<file path="config.mk">
export PLATFORM = sky130hd
export DESIGN_NAME = sclru_slot_ram
export DESIGN_NICKNAME = d
export VERILOG_FILES = /design/src/rtl/sclru_pkg.sv /design/src/rtl/sclru_slot_ram.sv
export SDC_FILE = /design/constraint.sdc
export NUM_CORES = 2
export LEC_CHECK = 0
export BUFFER_PORTS_ARGS = -buffer_cell sky130_fd_sc_hd__clkbuf_2
export CAP_MARGIN = 25
export CORE_ASPECT_RATIO = 2
export CORE_UTILIZATION = 45
export CTS_CLUSTER_SIZE = 16
export DETAILED_ROUTE_END_ITERATION = 12
export GPL_ROUTABILITY_DRIVEN = 0
export PLACE_DENSITY = 0.61
export SYNTH_ARGS = -nofsm -noshare
export SYNTH_HDL_FRONTEND = slang
export SYNTH_MEMORY_MAX_BITS = 65536
export SYNTH_SLANG_ARGS = --single-unit
</file>
<file path="constraint.sdc">
create_clock -name aclk -period 13.4 [get_ports aclk]
set_input_delay 0.67 -clock aclk [delete_from_list [all_inputs] [get_ports aclk]]
set_output_delay 0.67 -clock aclk [all_outputs]
set_load 0.05 [all_outputs]
</file>
<file path="src/rtl/sclru_pkg.sv">
// Shared types and codes for the size-class slot cache.
package sclru_pkg;

    localparam int POOL_CNT = 3;
    localparam int POOL_MAX = 16;
    localparam int IDX_W    = 4;
    localparam int POOL_W   = 2;
    localparam int ADDR_W   = POOL_W + IDX_W;
    localparam int DEPTH    = POOL_CNT * POOL_MAX;
    localparam int BYTES_W  = 24;

    localparam logic [1:0] OP_ACQUIRE = 2'd0;
    localparam logic [1:0] OP_RELEASE = 2'd1;
    localparam logic [1:0] OP_ABORT   = 2'd2;
    localparam logic [1:0] OP_UNUSED  = 2'd3;

    localparam logic [1:0] POOL_SMALL  = 2'd0;
    localparam logic [1:0] POOL_MEDIUM = 2'd1;
    localparam logic [1:0] POOL_LARGE  = 2'd2;
    localparam logic [1:0] POOL_NONE   = 2'd3;

    localparam logic [1:0] REG_SMALL_CAP  = 2'd0;
    localparam logic [1:0] REG_MEDIUM_CAP = 2'd1;
    localparam logic [1:0] REG_LARGE_CAP  = 2'd2;

    localparam logic [2:0] ST_HIT      = 3'd0;
    localparam logic [2:0] ST_NEW      = 3'd1;
    localparam logic [2:0] ST_NO_SLOT  = 3'd2;
    localparam logic [2:0] ST_RELEASED = 3'd3;
    localparam logic [2:0] ST_CLEARED  = 3'd4;
    localparam logic [2:0] ST_BAD      = 3'd5;

    typedef struct packed {
        logic [31:0]        key;
        logic [7:0]         refs;
        logic [31:0]        last_use;
        logic [BYTES_W-1:0] bytes;
    } entry_t;

endpackage

</file>
<file path="src/rtl/sclru_slot_ram.sv">
// Slot entry memory: one write port, one registered read port.
module sclru_slot_ram (
    input  logic                        aclk,
    input  logic                        we,
    input  logic [sclru_pkg::ADDR_W-1:0] waddr,
    input  sclru_pkg::entry_t           wdata,
    input  logic [sclru_pkg::ADDR_W-1:0] raddr,
    output sclru_pkg::entry_t           rdata
);

    sclru_pkg::entry_t mem [sclru_pkg::DEPTH];

    always_ff @(posedge aclk) begin
        if (we) begin
            mem[waddr] <= wdata;
        end
        rdata <= mem[raddr];
    end

endmodule

</file>
==> results_dict.tcl <==
set metrics [dict create \
    outcome "finished clean" \
    synth_fp_nets 8046 \
    syn_inst 7936 \
    grt_setup_unrepaired "false" \
    startpoint_type "primary input" \
    hpwl_um 255100 \
    core_area_mm2 0.3936 \
    yosysUniqueCellTypes 33 \
    synth.yosys.seq_area_share_pct 78.88 \
    routed_wirelength_um 519100 \
    achievable-frequency_mhz 216.6 \
    synth_seq_cells 4704 \
    fin_util_pct 50.45 \
    max-slew-margin-rel_pct 21.85 \
    post-cts-setup-buffers 0 \
    worst-path-buf-inv 4 \
    grt_overflow 0 \
    die-width_um 446.6 \
    post-route-min-period_ns 4.617 \
    grt_start_max_net_pins 141 \
    post_cts_gate_resize_count 0 \
    worst-setup-path-type "primary input to register" \
    p_seq_share_pct 55.7 \
    route.top_layer_used "met5" \
    synth_top_cell_by_area "sky130_fd_sc_hd__edfxtp_1" \
    grt_pass1_vias 88701 \
    initial_drc_count 9733 \
    routed_wire_length_per_instance_um 37.33 \
    power-per-cell-area_mw_per_mm2 147.8 \
    power.share.switching_pct 21.48 \
    synth.yosys.warnings 0 \
    design.final.nets 8421 \
    yosysTopAreaCellShare_pct 77.79 \
    period_share_pct 34.46 \
    vdd_drop_max_uv 98.20 \
    average_cell_area_after_synthesis_um2 22.41 \
    start_util_pct 45.19 \
    antenna_found_initial 57 \
    critPathSlowestCell "sky130_fd_sc_hd__buf_4" \
    route.met3.wl_um 39000 \
    critical-path-max-stage-delay_ns 0.86 \
    critical_path_arrival_ns 5.40 \
    postRouteAntennaNets 0 \
    clock_latency_of_the_later_clocked_register_in_the_worst_skew_pair_ns 0.95 \
    power_w 0.02935 \
    die_area_mm2 0.3979 \
    crit_path_cell_trace "buf_12, buf_4, buf_12, buf_4, mux4_2, mux4_2, nand2_1, o311ai_1" \
    cts_hold_buf 0 \
    drt-met1-wl_um 186800 \
    num_rows 326 \
    postLayoutCellArea_mm2 0.1986 \
    post-route-drc-count 0 \
    routed-via-count 87814 \
    endpoint_kind "register" \
    drive_above_1_share_pct 24.74 \
    critical-path-top-delay-family "buffers and inverters" \
    setup_viol 0 \
    cts_root_buffer "sky130_fd_sc_hd__clkbuf_16" \
    cell_internal_power_w 0.02305 \
    drt_pass1_iterations 6 \
    dominantRegCellSynth "sky130_fd_sc_hd__edfxtp_1" \
    grt.total_usage_pct 25.97 \
    synth-async-reset-ratio_pct 0 \
    grt_first_pass_wirelength_um 712000 \
    synth_edf_count 4608 \
    area.growth.synth_to_final_pct 11.64 \
    power.share.clock_pct 39.2 \
    cts_max_level 5 \
    required_time_of_the_critical_path_ns 14.18 \
    fin_worst_skew_ns 0.02478 \
    cts_made_buffers 389 \
    min-delay-path-class "primary input to register" \
    crit_fanout 101 \
    p_leak_nw 62.38 \
    die_height_um 891.1 \
    cts_tree "built" \
    detail_route.vias_per_cell 6.314 \
    clk_path_buf_depth 4 \
    top_level_ports 206 \
    buffer_ports.inserted 205 \
    syn_area_mm2 0.1779 \
    final.setup.tns_ns 0 \
    timing_worst_slew_pin_value_ns 1.172 \
    maxSlewViolCount 0 \
    top_cells_by_area_in_the_synthesized_netlist "sky130_fd_sc_hd__edfxtp_1 78%, sky130_fd_sc_hd__mux4_2 12%, sky130_fd_sc_hd__mux2i_1 3.2%" \
    timing_hold_violations_final 0 \
    share_comb_of_total_power_pct 5.1 \
    tritoncts_num_sinks 4704 \
    worst_setup_hold_path_clk_slew_ns 0.07 \
    post_dp_cell_area_mm2 0.1859 \
    met2WireLength_um 273000 \
    max-cap-violations 0 \
    p_sw_w 0.006304 \
]
[power groups by stage]
stage | Clock (W) | Sequential [W] | Combinational [W]
2_1_floorplan | 0 | 0.0168 | 0.000779
3_3_place_gp | 0 | 0.0167 | 0.00147
3_5_place_dp | 0 | 0.0167 | 0.00150
4_1_cts | 0.0117 | 0.0164 | 0.00150
5_1_grt | 0.0121 | 0.0164 | 0.00157
6_report | 0.0115 | 0.0164 | 0.00149
[path summary, 6_finish.rpt]
kind / to / cells after the start / slack, ns / start
min reg2reg: rdata[76] / 4 / 0.73 / mem[27][76]
min: rdata[24] / 3 / 0.33 / raddr[5]
max: rdata[49] / 8 / 8.78 / raddr[0]
max reg2reg: rdata[2] / 4 / 11.43 / mem[21][2]
[Yosys cell counts (5+ instances only)]
master and number:
sky130_fd_sc_hd__buf_6 7, sky130_fd_sc_hd__nor2b_1 5, sky130_fd_sc_hd__o22ai_1 96, sky130_fd_sc_hd__mux2_2 96
sky130_fd_sc_hd__buf_2 149, sky130_fd_sc_hd__o311ai_1 96, sky130_fd_sc_hd__nor3_1 100, sky130_fd_sc_hd__clkbuf_1 239
sky130_fd_sc_hd__nand2b_1 5, sky130_fd_sc_hd__o2bb2ai_1 96, sky130_fd_sc_hd__a211oi_1 96, sky130_fd_sc_hd__mux4_2 960
sky130_fd_sc_hd__nand2_1 103, sky130_fd_sc_hd__o21ai_0 192, sky130_fd_sc_hd__nor2_1 142, sky130_fd_sc_hd__buf_4 40
sky130_fd_sc_hd__edfxtp_1 4608, sky130_fd_sc_hd__dfxtp_1 96, sky130_fd_sc_hd__and2_1 96, sky130_fd_sc_hd__mux2i_1 576
sky130_fd_sc_hd__buf_1 27, sky130_fd_sc_hd__o221ai_1 96, sky130_fd_sc_hd__nand3_1 5
[cell families after synthesis]
logic type             synth area share, %
DFF                                  78.88
muxes                                16.00
and+or+nand+nor                      1.219
AOI/OAI and AO/OA                    2.701
buffers and inverters                1.200
[through the flow]
stage / hold WS (ns) / setup WS, ns / instances
after floorplan: 0.6808 / 5.082 / 7936
after global placement: 0.7081 / 7.942 / 13160
after detailed placement: 0.7223 / 7.857 / 13167
after CTS: 0.2491 / 8.884 / 13882
after global routing: 0.3280 / 8.543 / 13895
final: 0.3286 / 8.783 / 13907
[routing by layer]
layer / track usage (%) / up-vias
met5: 0 / -
met4: 9.453 / 26
met3: 3.524 / 914
met2: 45.70 / 4240
met1: 32.66 / 48334
li1: - / 34300
[sequential cells by signal (all words and copies together) (netlist names)]
name   count
rdata     96
mem     4608
[layout by cell type (no fill, tap or decap), types with 2 or more instances in the layout]
master                          n
sky130_fd_sc_hd__nor3_2         4
sky130_fd_sc_hd__o22ai_1       96
sky130_fd_sc_hd__dfxtp_1       96
sky130_fd_sc_hd__buf_16         4
sky130_fd_sc_hd__edfxtp_1    4608
sky130_fd_sc_hd__mux4_2       960
sky130_fd_sc_hd__nor3_1        96
sky130_fd_sc_hd__clkbuf_8      22
sky130_fd_sc_hd__nor2_1        98
sky130_fd_sc_hd__mux2i_1      576
sky130_fd_sc_hd__or2_4          2
sky130_fd_sc_hd__nand2b_1       3
sky130_fd_sc_hd__clkinv_8       5
sky130_fd_sc_hd__o311ai_1      96
sky130_fd_sc_hd__o2bb2ai_1     96
sky130_fd_sc_hd__diode_2       24
sky130_fd_sc_hd__a211oi_1      96
sky130_fd_sc_hd__o221ai_1      96
sky130_fd_sc_hd__buf_8          3
sky130_fd_sc_hd__bufinv_16     35
sky130_fd_sc_hd__nor2b_1        4
sky130_fd_sc_hd__nand3_1        5
sky130_fd_sc_hd__buf_12        21
sky130_fd_sc_hd__nand2b_4       2
sky130_fd_sc_hd__mux2_2        96
sky130_fd_sc_hd__clkbuf_16    398
sky130_fd_sc_hd__o21ai_0      192
sky130_fd_sc_hd__inv_6          9
sky130_fd_sc_hd__clkbuf_2     200
sky130_fd_sc_hd__clkinvlp_4    18
sky130_fd_sc_hd__clkinv_2      87
sky130_fd_sc_hd__and2_1        96
sky130_fd_sc_hd__clkinv_1      52
sky130_fd_sc_hd__nand2_1      102
sky130_fd_sc_hd__nor2_4        44
sky130_fd_sc_hd__buf_4        217
sky130_fd_sc_hd__clkbuf_1      86
sky130_fd_sc_hd__clkinv_4       4
[area by class of cell]
type	count	area [µm²]
clock buffers	505	10570
clock inverters	210	2012
flip-flops and latches	4704	140300
multi-input cells	2768	35830
well taps	5248	6566
diodes	24	60.06
inverters	1	11.26
repair buffers	447	3231
fillers	30797	195000
[tightest hold or removal path, cell delays in order]
cell,delay (ns)
sky130_fd_sc_hd__clkbuf_8,0.27
sky130_fd_sc_hd__nand2_1,0.13
sky130_fd_sc_hd__o311ai_1,0.09
Note: power is estimated with default switching activity, not from simulation.
